--- config.mk ---
export PLATFORM = sky130hd
export DESIGN_NAME = dense_set_with_index_lookup_core_flat
export DESIGN_NICKNAME = d
export VERILOG_FILES = /design/src/design/dsil_pkg.sv /design/src/design/dsil_if.sv /design/src/design/dsil_ram.sv /design/src/design/dense_set_with_index_lookup_core.sv /design/src/flat_wrapper.sv
export SDC_FILE = /design/constraint.sdc
export NUM_CORES = 1
export LEC_CHECK = 0
export BUFFER_PORTS_ARGS = -buffer_cell sky130_fd_sc_hd__clkbuf_2
export CORE_ASPECT_RATIO = 0.9
export CORE_MARGIN = 1
export CORE_UTILIZATION = 35
export CTS_CLUSTER_DIAMETER = 100
export DETAILED_ROUTE_END_ITERATION = 6
export GPL_TIMING_DRIVEN = 0
export PLACE_DENSITY = 0.52
export SLEW_MARGIN = 10
export SYNTH_ARGS = -nofsm -noshare
export SYNTH_HDL_FRONTEND = slang
export SYNTH_SLANG_ARGS = --single-unit
--- constraint.sdc ---
create_clock -name clock -period 6 [get_ports clock]
set_clock_uncertainty 0.15 [all_clocks]
set_input_delay 0.9 -clock clock [delete_from_list [all_inputs] [get_ports clock]]
set_output_delay 0.9 -clock clock [all_outputs]
set_load 0.05 [all_outputs]
--- src/design/dsil_pkg.sv ---
// ----------------------------------------------------------------------------
// dsil_pkg
// shared widths, codes and sequencer states of the dense set core
// ----------------------------------------------------------------------------
package dsil_pkg;

   localparam int CAPACITY = 16;
   localparam int IDX_W    = $clog2(CAPACITY);
   localparam int CNT_W    = $clog2(CAPACITY + 1);

   localparam int CMD_W    = 2;
   localparam int VALUE_W  = 32;
   localparam int SLOT_W   = 4;
   localparam int STATUS_W = 2;
   localparam int OCC_W    = 5;

   localparam logic [CMD_W-1:0] CMD_INSERT = 2'd0;
   localparam logic [CMD_W-1:0] CMD_REMOVE = 2'd1;
   localparam logic [CMD_W-1:0] CMD_SEARCH = 2'd2;

   localparam logic [STATUS_W-1:0] STATUS_DONE     = 2'd0;
   localparam logic [STATUS_W-1:0] STATUS_NOCHANGE = 2'd1;
   localparam logic [STATUS_W-1:0] STATUS_FULL     = 2'd2;

   typedef enum logic [2:0] {
      ST_IDLE,
      ST_SCAN,
      ST_DECIDE,
      ST_READ_LAST,
      ST_MOVE,
      ST_RESULT
   } state_type;

endpackage

--- src/design/dsil_if.sv ---
// ----------------------------------------------------------------------------
// dsil_req_if / dsil_rsp_if
// valid/ready channels for command and result transactions
// ----------------------------------------------------------------------------
interface dsil_req_if;
   import dsil_pkg::*;

   logic                      valid;
   logic                      ready;
   logic [CMD_W-1:0]          cmd;
   logic signed [VALUE_W-1:0] value;

   modport source (output valid, output cmd, output value, input ready);
   modport sink   (input valid, input cmd, input value, output ready);
endinterface

interface dsil_rsp_if;
   import dsil_pkg::*;

   logic                valid;
   logic                ready;
   logic                found;
   logic [SLOT_W-1:0]   slot_index;
   logic [STATUS_W-1:0] status;
   logic [OCC_W-1:0]    occupancy;

   modport source (output valid, output found, output slot_index, output status,
                   output occupancy, input ready);
   modport sink   (input valid, input found, input slot_index, input status,
                   input occupancy, output ready);
endinterface

--- src/design/dsil_ram.sv ---
// ----------------------------------------------------------------------------
// dsil_ram
// simple dual port ram, one write and one registered read per cycle
// ----------------------------------------------------------------------------
module dsil_ram #(
   parameter int DEPTH = 16,
   parameter int WIDTH = 32
) (
   input  logic                     clock,
   input  logic                     wr_en,
   input  logic [$clog2(DEPTH)-1:0] wr_addr,
   input  logic [WIDTH-1:0]         wr_data,
   input  logic                     rd_en,
   input  logic [$clog2(DEPTH)-1:0] rd_addr,
   output logic [WIDTH-1:0]         rd_data
);

   logic [WIDTH-1:0] mem [DEPTH];

   always_ff @(posedge clock) begin
      if (wr_en) begin
         mem[wr_addr] <= wr_data;
      end
   end

   always_ff @(posedge clock) begin
      if (rd_en) begin
         rd_data <= mem[rd_addr];
      end
   end

endmodule

--- src/design/dense_set_with_index_lookup_core.sv ---
// ----------------------------------------------------------------------------
// dense_set_with_index_lookup_core
// dense set of signed 32-bit values with slot lookup, held in one ram
// ----------------------------------------------------------------------------
// req_ch carries one command transaction (insert, remove, search) with its
// value; rsp_ch returns one result transaction per command: found flag, slot
// index, status and occupancy after the command.
// values sit in ram slots 0 to count-1 without gaps. each command scans the
// valid slots through the single ram read port, one slot per cycle; a remove
// that hits then reads the last slot and writes it back into the freed slot.
// one command is in work at a time; req_ch.ready is high only while the
// sequencer is idle, so a new command waits until the last one is finished.
// the result sits in an output register, so the next command is accepted
// while a result still waits; if rsp_ch stalls the sequencer holds its
// finished result until the register frees up.
// reset empties the set at once (count to zero); ram contents are never
// read above the count, so no clearing pass is needed.
// ----------------------------------------------------------------------------
module dense_set_with_index_lookup_core (
   input logic          clock,
   input logic          reset,
   dsil_req_if.sink     req_ch,
   dsil_rsp_if.source   rsp_ch
);
   import dsil_pkg::*;

   state_type state_ff, state_in;

   logic [CNT_W-1:0]    count_ff;
   logic [CNT_W-1:0]    issue_addr_ff;
   logic                cmp_valid_ff;
   logic [IDX_W-1:0]    cmp_addr_ff;
   logic                hit_ff;
   logic [IDX_W-1:0]    pos_ff;
   logic [CMD_W-1:0]    cmd_ff;
   logic [VALUE_W-1:0]  value_ff;

   logic                res_found_ff;
   logic [SLOT_W-1:0]   res_slot_ff;
   logic [STATUS_W-1:0] res_status_ff;

   logic                rsp_valid_ff;
   logic                rsp_found_ff;
   logic [SLOT_W-1:0]   rsp_slot_ff;
   logic [STATUS_W-1:0] rsp_status_ff;
   logic [OCC_W-1:0]    rsp_occ_ff;

   logic                rd_en;
   logic [IDX_W-1:0]    rd_addr;
   logic [VALUE_W-1:0]  rd_data;
   logic                wr_en;
   logic [IDX_W-1:0]    wr_addr;
   logic [VALUE_W-1:0]  wr_data;

   logic                accept;
   logic                rsp_free;
   logic                full;
   logic                known_cmd;
   logic [CNT_W-1:0]    last_slot;

   assign accept    = req_ch.valid && req_ch.ready;
   assign rsp_free  = !rsp_valid_ff || rsp_ch.ready;
   assign full      = count_ff >= CNT_W'(CAPACITY);
   assign known_cmd = cmd_ff inside {CMD_INSERT, CMD_REMOVE, CMD_SEARCH};
   assign last_slot = count_ff - CNT_W'(1);

   dsil_ram #(
      .DEPTH (CAPACITY),
      .WIDTH (VALUE_W)
   ) u_ram (
      .clock   (clock),
      .wr_en   (wr_en),
      .wr_addr (wr_addr),
      .wr_data (wr_data),
      .rd_en   (rd_en),
      .rd_addr (rd_addr),
      .rd_data (rd_data)
   );

   // next state
   always_comb begin
      state_in = state_ff;
      case (state_ff)
         ST_IDLE: begin
            if (req_ch.valid) begin
               state_in = ST_SCAN;
            end
         end
         ST_SCAN: begin
            if (!rd_en && !cmp_valid_ff) begin
               state_in = ST_DECIDE;
            end
         end
         ST_DECIDE: begin
            if (cmd_ff == CMD_REMOVE && hit_ff) begin
               state_in = ST_READ_LAST;
            end else begin
               state_in = ST_RESULT;
            end
         end
         ST_READ_LAST: state_in = ST_MOVE;
         ST_MOVE:      state_in = ST_RESULT;
         ST_RESULT: begin
            if (rsp_free) begin
               state_in = ST_IDLE;
            end
         end
         default: state_in = ST_IDLE;
      endcase
   end

   // outputs of the sequencer
   always_comb begin
      req_ch.ready = 1'b0;
      rd_en        = 1'b0;
      rd_addr      = issue_addr_ff[IDX_W-1:0];
      wr_en        = 1'b0;
      wr_addr      = count_ff[IDX_W-1:0];
      wr_data      = value_ff;
      case (state_ff)
         ST_IDLE: req_ch.ready = 1'b1;
         ST_SCAN: rd_en = issue_addr_ff < count_ff;
         ST_DECIDE: begin
            wr_en = cmd_ff == CMD_INSERT && !hit_ff && !full;
         end
         ST_READ_LAST: begin
            rd_en   = 1'b1;
            rd_addr = last_slot[IDX_W-1:0];
         end
         ST_MOVE: begin
            wr_en   = 1'b1;
            wr_addr = pos_ff;
            wr_data = rd_data;
         end
         default: begin
            req_ch.ready = 1'b0;
         end
      endcase
   end

   always_ff @(posedge clock) begin
      if (reset) begin
         state_ff     <= ST_IDLE;
         count_ff     <= '0;
         cmp_valid_ff <= 1'b0;
         rsp_valid_ff <= 1'b0;
      end else begin
         state_ff <= state_in;
         cmp_valid_ff <= (state_ff == ST_SCAN) && rd_en;
         if (state_ff == ST_DECIDE && wr_en) begin
            count_ff <= count_ff + CNT_W'(1);
         end else if (state_ff == ST_MOVE) begin
            count_ff <= last_slot;
         end
         if (state_ff == ST_RESULT && rsp_free) begin
            rsp_valid_ff <= 1'b1;
         end else if (rsp_ch.ready) begin
            rsp_valid_ff <= 1'b0;
         end
      end
   end

   always_ff @(posedge clock) begin
      if (accept) begin
         cmd_ff        <= req_ch.cmd;
         value_ff      <= $unsigned(req_ch.value);
         issue_addr_ff <= '0;
         hit_ff        <= 1'b0;
         pos_ff        <= '0;
      end
      if (state_ff == ST_SCAN) begin
         if (rd_en) begin
            issue_addr_ff <= issue_addr_ff + CNT_W'(1);
         end
         cmp_addr_ff <= issue_addr_ff[IDX_W-1:0];
         if (cmp_valid_ff && !hit_ff && rd_data == value_ff) begin
            hit_ff <= 1'b1;
            pos_ff <= cmp_addr_ff;
         end
      end
      if (state_ff == ST_DECIDE) begin
         res_found_ff <= hit_ff && known_cmd;
         res_slot_ff  <= (hit_ff && known_cmd) ? SLOT_W'(pos_ff) : '0;
         case (cmd_ff)
            CMD_INSERT: begin
               if (hit_ff) begin
                  res_status_ff <= STATUS_NOCHANGE;
               end else if (full) begin
                  res_status_ff <= STATUS_FULL;
               end else begin
                  res_status_ff <= STATUS_DONE;
               end
            end
            CMD_REMOVE: res_status_ff <= hit_ff ? STATUS_DONE : STATUS_NOCHANGE;
            CMD_SEARCH: res_status_ff <= STATUS_DONE;
            default:    res_status_ff <= STATUS_NOCHANGE;
         endcase
      end
      if (state_ff == ST_RESULT && rsp_free) begin
         rsp_found_ff  <= res_found_ff;
         rsp_slot_ff   <= res_slot_ff;
         rsp_status_ff <= res_status_ff;
         rsp_occ_ff    <= OCC_W'(count_ff);
      end
   end

   assign rsp_ch.valid      = rsp_valid_ff;
   assign rsp_ch.found      = rsp_found_ff;
   assign rsp_ch.slot_index = rsp_slot_ff;
   assign rsp_ch.status     = rsp_status_ff;
   assign rsp_ch.occupancy  = rsp_occ_ff;

endmodule

--- src/flat_wrapper.sv ---
// flat-port wrapper written by rule: the top's interface ports become plain ports
module dense_set_with_index_lookup_core_flat import dsil_pkg::*;
  (clock, reset, req_ch_valid, req_ch_cmd, req_ch_value, req_ch_ready, rsp_ch_valid, rsp_ch_found, rsp_ch_slot_index, rsp_ch_status, rsp_ch_occupancy, rsp_ch_ready);
  dsil_req_if req_ch_i ();
  dsil_rsp_if rsp_ch_i ();
  input logic clock;
  input logic reset;
  input wire logic [$bits(req_ch_i.valid)-1:0] req_ch_valid;
  input wire logic [$bits(req_ch_i.cmd)-1:0] req_ch_cmd;
  input wire logic [$bits(req_ch_i.value)-1:0] req_ch_value;
  output wire logic [$bits(req_ch_i.ready)-1:0] req_ch_ready;
  output wire logic [$bits(rsp_ch_i.valid)-1:0] rsp_ch_valid;
  output wire logic [$bits(rsp_ch_i.found)-1:0] rsp_ch_found;
  output wire logic [$bits(rsp_ch_i.slot_index)-1:0] rsp_ch_slot_index;
  output wire logic [$bits(rsp_ch_i.status)-1:0] rsp_ch_status;
  output wire logic [$bits(rsp_ch_i.occupancy)-1:0] rsp_ch_occupancy;
  input wire logic [$bits(rsp_ch_i.ready)-1:0] rsp_ch_ready;
  assign req_ch_i.valid = req_ch_valid;
  assign req_ch_i.cmd = req_ch_cmd;
  assign req_ch_i.value = req_ch_value;
  assign req_ch_ready = req_ch_i.ready;
  assign rsp_ch_valid = rsp_ch_i.valid;
  assign rsp_ch_found = rsp_ch_i.found;
  assign rsp_ch_slot_index = rsp_ch_i.slot_index;
  assign rsp_ch_status = rsp_ch_i.status;
  assign rsp_ch_occupancy = rsp_ch_i.occupancy;
  assign rsp_ch_i.ready = rsp_ch_ready;
  dense_set_with_index_lookup_core u_core (.clock(clock), .reset(reset), .req_ch(req_ch_i), .rsp_ch(rsp_ch_i));
endmodule
# After elaboration in Yosys (flattened, before gate mapping)
# Memories as Yosys holds them, arrays and structs flattened. A register that Yosys moved wholly into a read port is not among the register bits.
# Index checks and enable logic that the tools add are counted.
[word_totals]
reg_bits = 77
ramBits = 512
input_bits = 38
out_inout_bits = 14
wordCells = 87
mem_count = 1
[mem_list]
columns = ["memory", "depth", "word_bits", "rd", "rd_clocked_by_memory_dff", "wr", "line", "text"]
rows = [
  ["u_core.u_ram.mem", 16, 32, 1, 1, 1, "dsil_ram.sv:18", "logic [WIDTH-1:0] mem [DEPTH];"],
]
[classes]
addsub = 3
order_cmp = 2
eq_ne = 11
n_mux = 30
n_reduce_logical = 23
[ops]
columns = ["op", "count"]
rows = [
  ["32-bit equality test", 1],
  ["32-bit 2-to-1 mux", 1],
  ["5-bit 2-to-1 mux", 5],
  ["4-bit 2-to-1 mux", 5],
  ["3-bit one-hot mux with 6 select lines", 1],
  ["3-bit 2-to-1 mux", 4],
  ["1-bit logical AND", 11],
  ["5-bit by 1-bit adder with 5-bit output, second input constant", 2],
  ["1-bit 2-to-1 mux", 9],
  ["3-bit by 2-bit equality test with 1-bit output, second input constant", 2],
  ["3-bit equality test, second input constant", 2],
  ["2-bit one-hot mux with 3 select lines", 1],
  ["5-bit >= comparator, second input constant", 1],
  ["1-bit zero test", 5],
  ["5-bit less-than comparator", 1],
  ["5-bit by 1-bit subtractor with 5-bit output, second input constant", 1],
  ["2-bit 2-to-1 mux", 2],
  ["2-bit by 1-bit inequality test with 1-bit output, second input constant", 2],
  ["1-bit one-hot mux with 2 select lines", 2],
  ["2-bit nonzero test", 2],
  ["3-bit by 1-bit equality test with 1-bit output, second input constant", 1],
  ["3-bit zero test", 1],
  ["3-bit AND reduction", 1],
  ["3-bit nonzero test", 1],
  ["5 further kinds", 5],
]

# Depth between registers and ports, before layout
[logic_depth]
word_depth = 6
mapped_depth = 11
mapped_depth_nobuf = 7

# Modules after synthesis
# A second synthesis with hierarchy kept.
[hier_totals]
cells_unflattened = 1212
hier_area_um2 = 23905.4
[by_module_without_submodules]
columns = ["mod", "n_inst", "cells_each", "area_each_um2", "seq_area_each_um2"]
rows = [
  ["dsil_ram", 1, 838, 20155.6, 16335.7],
  ["dense_set_with_index_lookup_core", 1, 374, 3749.8, 2112.0],
]

# Worst setup path before layout
# No wires, ideal clock.
[synth_path]
path_type = "register to register"
from = "register u_core.state_ff[0]"
to = "register u_core.issue_addr_ff[1]"
setup_time_ns = 0.121
t_arrival_ns = 3.287
required_ns = 5.729
path_slack_ns = 2.442
stages_incl_launch_ff = 7
path_buffers = 1
cell_sequence = "dfxtp_1 -> clkbuf_1 -> nor3_1 -> nand2_1 -> inv_1 -> nor2_1 -> mux2_2"
[synth_via]
elab_chain_len = 6
[synth_rtl]
columns = ["element", "line", "text"]
rows = [
  ["from (decl)", "dense_set_with_index_lookup_core.sv:27", "state_type state_ff, state_in;"],
  ["from (signal assigned)", "dense_set_with_index_lookup_core.sv:148", "state_ff <= state_in;"],
  ["3-bit zero test (*)", "dense_set_with_index_lookup_core.sv:120", "case (state_ff)"],
  ["1-bit 2-to-1 mux (*)", "dense_set_with_index_lookup_core.sv:120", ""],
  ["net req_ch_ready", "flat_wrapper.sv:11", "output wire logic [$bits(req_ch_i.ready)-1:0] req_ch_ready;"],
  ["1-bit logical AND (*)", "dense_set_with_index_lookup_core.sv:61", "assign accept = req_ch.valid && req_ch.ready;"],
  ["net u_core.accept", "dense_set_with_index_lookup_core.sv:55", "logic accept;"],
  ["5-bit 2-to-1 mux (*)", "dense_set_with_index_lookup_core.sv:164", "if (accept) begin"],
  ["5-bit 2-to-1 mux", "dense_set_with_index_lookup_core.sv:172", "if (rd_en) begin"],
  ["5-bit 2-to-1 mux (*)", "dense_set_with_index_lookup_core.sv:171", "if (state_ff == ST_SCAN) begin"],
  ["to (signal assigned)", "dense_set_with_index_lookup_core.sv:173", "issue_addr_ff <= issue_addr_ff + CNT_W'(1);"],
  ["to (decl)", "dense_set_with_index_lookup_core.sv:30", "logic [CNT_W-1:0] issue_addr_ff;"],
]
# The timed path passes the listed nets; every way through them passes the cells marked *.
# A chain may end at the register's enable or synchronous reset.

# Worst setup path in the final report
[layout_path]
from = "register u_core.count_ff[1]"
to = "register u_core.u_ram.rd_data[25] (read register of u_core.u_ram.mem), data pin"
[layout_via]
elab_chain_len = 2
[layout_rtl]
columns = ["element", "line", "text"]
rows = [
  ["from (decl)", "dense_set_with_index_lookup_core.sv:29", "logic [CNT_W-1:0] count_ff;"],
  ["from (signal assigned)", "dense_set_with_index_lookup_core.sv:151", "count_ff <= count_ff + CNT_W'(1);"],
  ["from (signal assigned)", "dense_set_with_index_lookup_core.sv:153", "count_ff <= last_slot;"],
  ["5-bit less-than comparator or 5-bit by 1-bit subtractor with 5-bit output (tied branches)", "dense_set_with_index_lookup_core.sv:122, dense_set_with_index_lookup_core.sv:65", ""],
  ["1-bit one-hot mux with 2 select lines or 4-bit 2-to-1 mux (tied branches)", "dense_set_with_index_lookup_core.sv:120", ""],
  ["to (decl)", "dsil_ram.sv:15", "output logic [WIDTH-1:0] rd_data"],
]
# Parallel ways exist; a longest one is shown, timed or not.

==> insert_results.sql <==
INSERT INTO impl_metrics (metric_group, metric, value, unit) VALUES
('die', 'std_cell_core_area', '78200', 'µm²'),
('worst_setup_path', 'worstPathArrival', '4170', 'ps'),
('cells_and_area', 'final_nets', '2174', ''),
('die', 'die_height', '269', 'µm'),
('flow_run', 'maxCapViolCount', '0', ''),
('power_and_ir_drop', 'pwr_density_cell', '354', 'nW/µm²'),
('route', 'iteration_0_drc_count_of_the_detailed_router', '1526', ''),
('grt', 'number_of_global_route_vias_before_repair', '17000', ''),
('cts', 'clkSinkCount', '621', ''),
('sta', 'period_share', '0.659', ''),
('sta', 'max_slew.worst_pin.slew', '1340', 'ps'),
('synthesis', 'netlist_instances', '1983', ''),
('placed_design', 'dp.final_hpwl', '57100', 'µm'),
('route', 'remaining_drc_errors', '0', ''),
('synthesis', 'synthArstFlopShare', '0', ''),
('status', 'run_status', 'completed', ''),
('cts', 'cts_setup_buffers', '0', ''),
('sta', 'max-slew-margin-rel', '0.104', ''),
('synthesis', 'post_synth_instance_area', '27800', 'µm²'),
('die', 'fp-row-count', '97', ''),
('synthesis', 'largest_family_of_logic_cells_by_synthesized_area', 'multiplexers', ''),
('worst_setup_path', 'gate_family_responsible_for_the_most_delay_along_the_worst_path', 'buffers and inverters', ''),
('worst_setup_path', 'max_stage_delay_cell_worst_path', 'sky130_fd_sc_hd__clkbuf_1', ''),
('worst_setup_path', 'reg2reg_slack', '2050', 'ps'),
('synthesis', 'ys_dominant_reg_cell', 'sky130_fd_sc_hd__edfxtp_1', ''),
('synthesis', 'post_synth_fa_ha_maj_area_fraction', '0.00361', ''),
('cells_and_area', 'post_route_cells_drive_above_1_share', '0.109', ''),
('cells_and_area', 'num-fill-cells', '7130', ''),
('synthesis', 'synth.area.mux_share', '0.144', ''),
('route', 'avgRoutedWirePerCell', '26.0', 'µm'),
('cells_and_area', 'diodes', '0', ''),
('cts', 'total_number_of_h_tree_levels', '3', ''),
('sta', 'timing.final.crit_period', '3950', 'ps'),
('sta', 'highest_clock_frequency_the_design_can_meet', '0.253', 'GHz'),
('route', 'ant_nets', '0', ''),
('worst_setup_path', 'worstPathBufferInverterCount', '5', ''),
('placed_design', 'io_buffer_count', '50', ''),
('cts', 'clk-insertion-delay-late', '630', 'ps'),
('grt', 'number_of_antenna_violations_at_the_first_check_in_global_routing', '0', ''),
('worst_setup_path', 'worst-endpoint-required', '6220', 'ps'),
('synthesis', 'synth-xor-area-share', '0.0117', ''),
('cells_and_area', 'layout-area-overhead-vs-synth', '16.5', '%'),
('synthesis', 'synth_register_bits', '621', ''),
('worst_setup_path', 'slowest_delay', '950', 'ps'),
('synthesis', 'synth_area_per_cell', '14.0', 'µm²'),
('worst_setup_path', 'cp-start-kind', 'flop', ''),
('grt', 'grt_usage', '0.207', ''),
('synthesis', 'synth.distinct_cells', '51', ''),
('cts', 'cts-root-buf', 'sky130_fd_sc_hd__clkbuf_16', ''),
('synthesis', 'yosysTopAreaCell', 'sky130_fd_sc_hd__edfxtp_1', ''),
('grt', 'grt_pass1_wl', '120000', 'µm'),
('cts', 'postCtsResizedCells', '0', ''),
('route', 'via_cell_ratio', '5.38', ''),
('cts', 'ctsHoldBuffers', '0', ''),
('die', 'dieArea', '80400', 'µm²'),
('synthesis', 'synth_area_leaders', 'sky130_fd_sc_hd__edfxtp_1 65%, sky130_fd_sc_hd__mux2i_1 14%, sky130_fd_sc_hd__nand2_1 5.0%', ''),
('synthesis', 'synth-edff-count', '601', ''),
('route', 'drt-total-wl', '83700', 'µm'),
('route', 'detailroute.via_count', '17300', ''),
('synthesis', 'synth_top_area_frac', '0.650', ''),
('sta', 'finalHoldViolCount', '0', ''),
('sta', 'unrepaired_setup_endpoints_after_global_routing', 'false', ''),
('cts', 'ctsLongestPathBuffers', '3', ''),
('worst_setup_path', 'critPathCaptureType', 'flop', ''),
('sta', 'hold_slack', '267', 'ps'),
('worst_setup_path', 'worst-setup-path-type', 'reg2reg', ''),
('placed_design', 'place_congestion', '0.826', ''),
('synthesis', 'yosys_warnings', '0', ''),
('die', 'die_x', '299', 'µm'),
('worst_setup_path', 'worst_r2r_startpoint', 'u_core.count_ff[1]$_SDFFE_PP0P_', ''),
('grt', 'grt_start_max_net_pins', '26', '');
==> cell type report <==
type | count | area (µm²) | share of cell area
Clock inverter | 39 | 448 | 0.0139
Multi-Input combinational cell | 1217 | 8750 | 0.271
Buffer | 128 | 607 | 0.0188
Clock buffer | 87 | 1890 | 0.0584
Inverter | 17 | 63.8 | 0.00197
Timing Repair Buffer | 74 | 821 | 0.0254
Sequential cell | 621 | 18400 | 0.571
Tap cell | 1039 | 1300 | 0.0402
==> per-layer routing <==
layer / global-route usage / share of wire / vias to the layer above
li1: - / - / 7777
met1: 0.291 / 0.45 / 8729
met2: 0.310 / 0.44 / 664
met3: 0.0483 / 0.079 / 157
met4: 0.0742 / 0.032 / 0
met5: 0 / 0 / -
==> cell usage after synthesis (2+ instances only) <==
library cell	number
sky130_fd_sc_hd__buf_2	20
sky130_fd_sc_hd__a21oi_1	12
sky130_fd_sc_hd__dfxtp_1	20
sky130_fd_sc_hd__buf_1	9
sky130_fd_sc_hd__or4_1	2
sky130_fd_sc_hd__nand2b_1	6
sky130_fd_sc_hd__a22oi_1	2
sky130_fd_sc_hd__mux2_2	5
sky130_fd_sc_hd__a21o_1	3
sky130_fd_sc_hd__xor2_1	5
sky130_fd_sc_hd__nor4_1	35
sky130_fd_sc_hd__ha_1	8
sky130_fd_sc_hd__buf_4	5
sky130_fd_sc_hd__nand4_1	7
sky130_fd_sc_hd__and3_1	3
sky130_fd_sc_hd__clkbuf_1	83
sky130_fd_sc_hd__xnor2_1	32
sky130_fd_sc_hd__nand3_1	132
sky130_fd_sc_hd__mux2i_1	392
sky130_fd_sc_hd__nand2_1	367
sky130_fd_sc_hd__nor3_2	2
sky130_fd_sc_hd__nor2_1	32
sky130_fd_sc_hd__nor2b_1	2
sky130_fd_sc_hd__nor3_1	8
sky130_fd_sc_hd__a31oi_1	5
sky130_fd_sc_hd__o211a_1	129
sky130_fd_sc_hd__inv_1	17
sky130_fd_sc_hd__edfxtp_1	601
sky130_fd_sc_hd__a211oi_1	3
sky130_fd_sc_hd__and2_1	5
sky130_fd_sc_hd__buf_6	11
==> worst register-to-register path, cell delays in order (launching register included) <==
cell and delay, ps:
sky130_fd_sc_hd__dfxtp_1 350, sky130_fd_sc_hd__clkbuf_1 300, sky130_fd_sc_hd__inv_1 170, sky130_fd_sc_hd__ha_1 300
sky130_fd_sc_hd__buf_2 200, sky130_fd_sc_hd__buf_2 350, sky130_fd_sc_hd__clkbuf_1 950, sky130_fd_sc_hd__mux2i_1 200
sky130_fd_sc_hd__nand2_1 110, sky130_fd_sc_hd__nand3_1 80, sky130_fd_sc_hd__o211a_1 190, sky130_fd_sc_hd__nor4_1 370
==> cell families (layout without fill, tap and decap cells) <==
| family | after synthesis | after routing |
|---|---|---|
| XOR/XNOR | 37 | 37 |
| buffers and inverters | 145 | 345 |
| flip-flops | 621 | 621 |
| AO/OA/AOI/OAI | 164 | 164 |
| multiplexers | 398 | 398 |
| AND/OR/NAND/NOR | 610 | 610 |
| adder cells (fa/ha/maj) | 8 | 8 |
==> layout by cell type (no fill, tap or decap), types with 20 or more instances in the layout <==
cell type                   Yosys  layout
sky130_fd_sc_hd__o211a_1      129     129
sky130_fd_sc_hd__xnor2_1       32      32
sky130_fd_sc_hd__nand2_1      367     366
sky130_fd_sc_hd__clkbuf_2       0      50
sky130_fd_sc_hd__edfxtp_1     601     601
sky130_fd_sc_hd__dfxtp_1       20      20
sky130_fd_sc_hd__nor4_1        35      35
sky130_fd_sc_hd__nand3_1      132     132
sky130_fd_sc_hd__buf_2         20      20
sky130_fd_sc_hd__clkbuf_1      83      96
sky130_fd_sc_hd__mux2i_1      392     392
sky130_fd_sc_hd__clkbuf_16      0      73
==> power by group <==
part | internal [mW] | switching, mW
clock | 2.63 | 1.77
sequential | 5.01 | 0.0692
combinational | 0.583 | 1.40
total | 8.22 | 3.24
==> flip-flops by register name, summed over array words and instances, names as in the netlist, 2 cells and up <==
name	flops
u_core.cmd_ff	2
u_core.cmp_addr_ff	4
u_core.count_ff	5
u_core.issue_addr_ff	5
u_core.pos_ff	4
u_core.res_slot_ff	4
u_core.res_status_ff	2
u_core.rsp_ch.occupancy	5
u_core.rsp_ch.slot_index	4
u_core.rsp_ch.status	2
u_core.state_ff	3
u_core.u_ram.mem	512
u_core.u_ram.rd_data	32
u_core.value_ff	32
==> final timing paths <==
path | to | depth (start not counted)
max | u_core.u_ram.rd_data[25]$_DFFE_PN_ | 11
min | u_core.rsp_ch.status[1]$_DFFE_PP_ | 0
max reg2reg | u_core.u_ram.rd_data[25]$_DFFE_PN_ | 11
min reg2reg | u_core.rsp_ch.status[1]$_DFFE_PP_ | 0
==> metrics by stage <==
| stage | cell area (µm²) | power [mW] | std cells | setup WS [ps] |
|---|---|---|---|---|
| after floorplan | 27800 | 6.31 | 1983 | 2440 |
| after global placement | 29300 | 7.08 | 3072 | 0.709 |
| after detailed placement | 30000 | 7.13 | 3096 | 2080 |
| after CTS | 32300 | 11.5 | 3222 | 2070 |
| after global routing | 32300 | 11.8 | 3222 | 1660 |
| final | 32300 | 11.5 | 3222 | 2050 |
No activity file was read; power rests on OpenSTA's default activity.
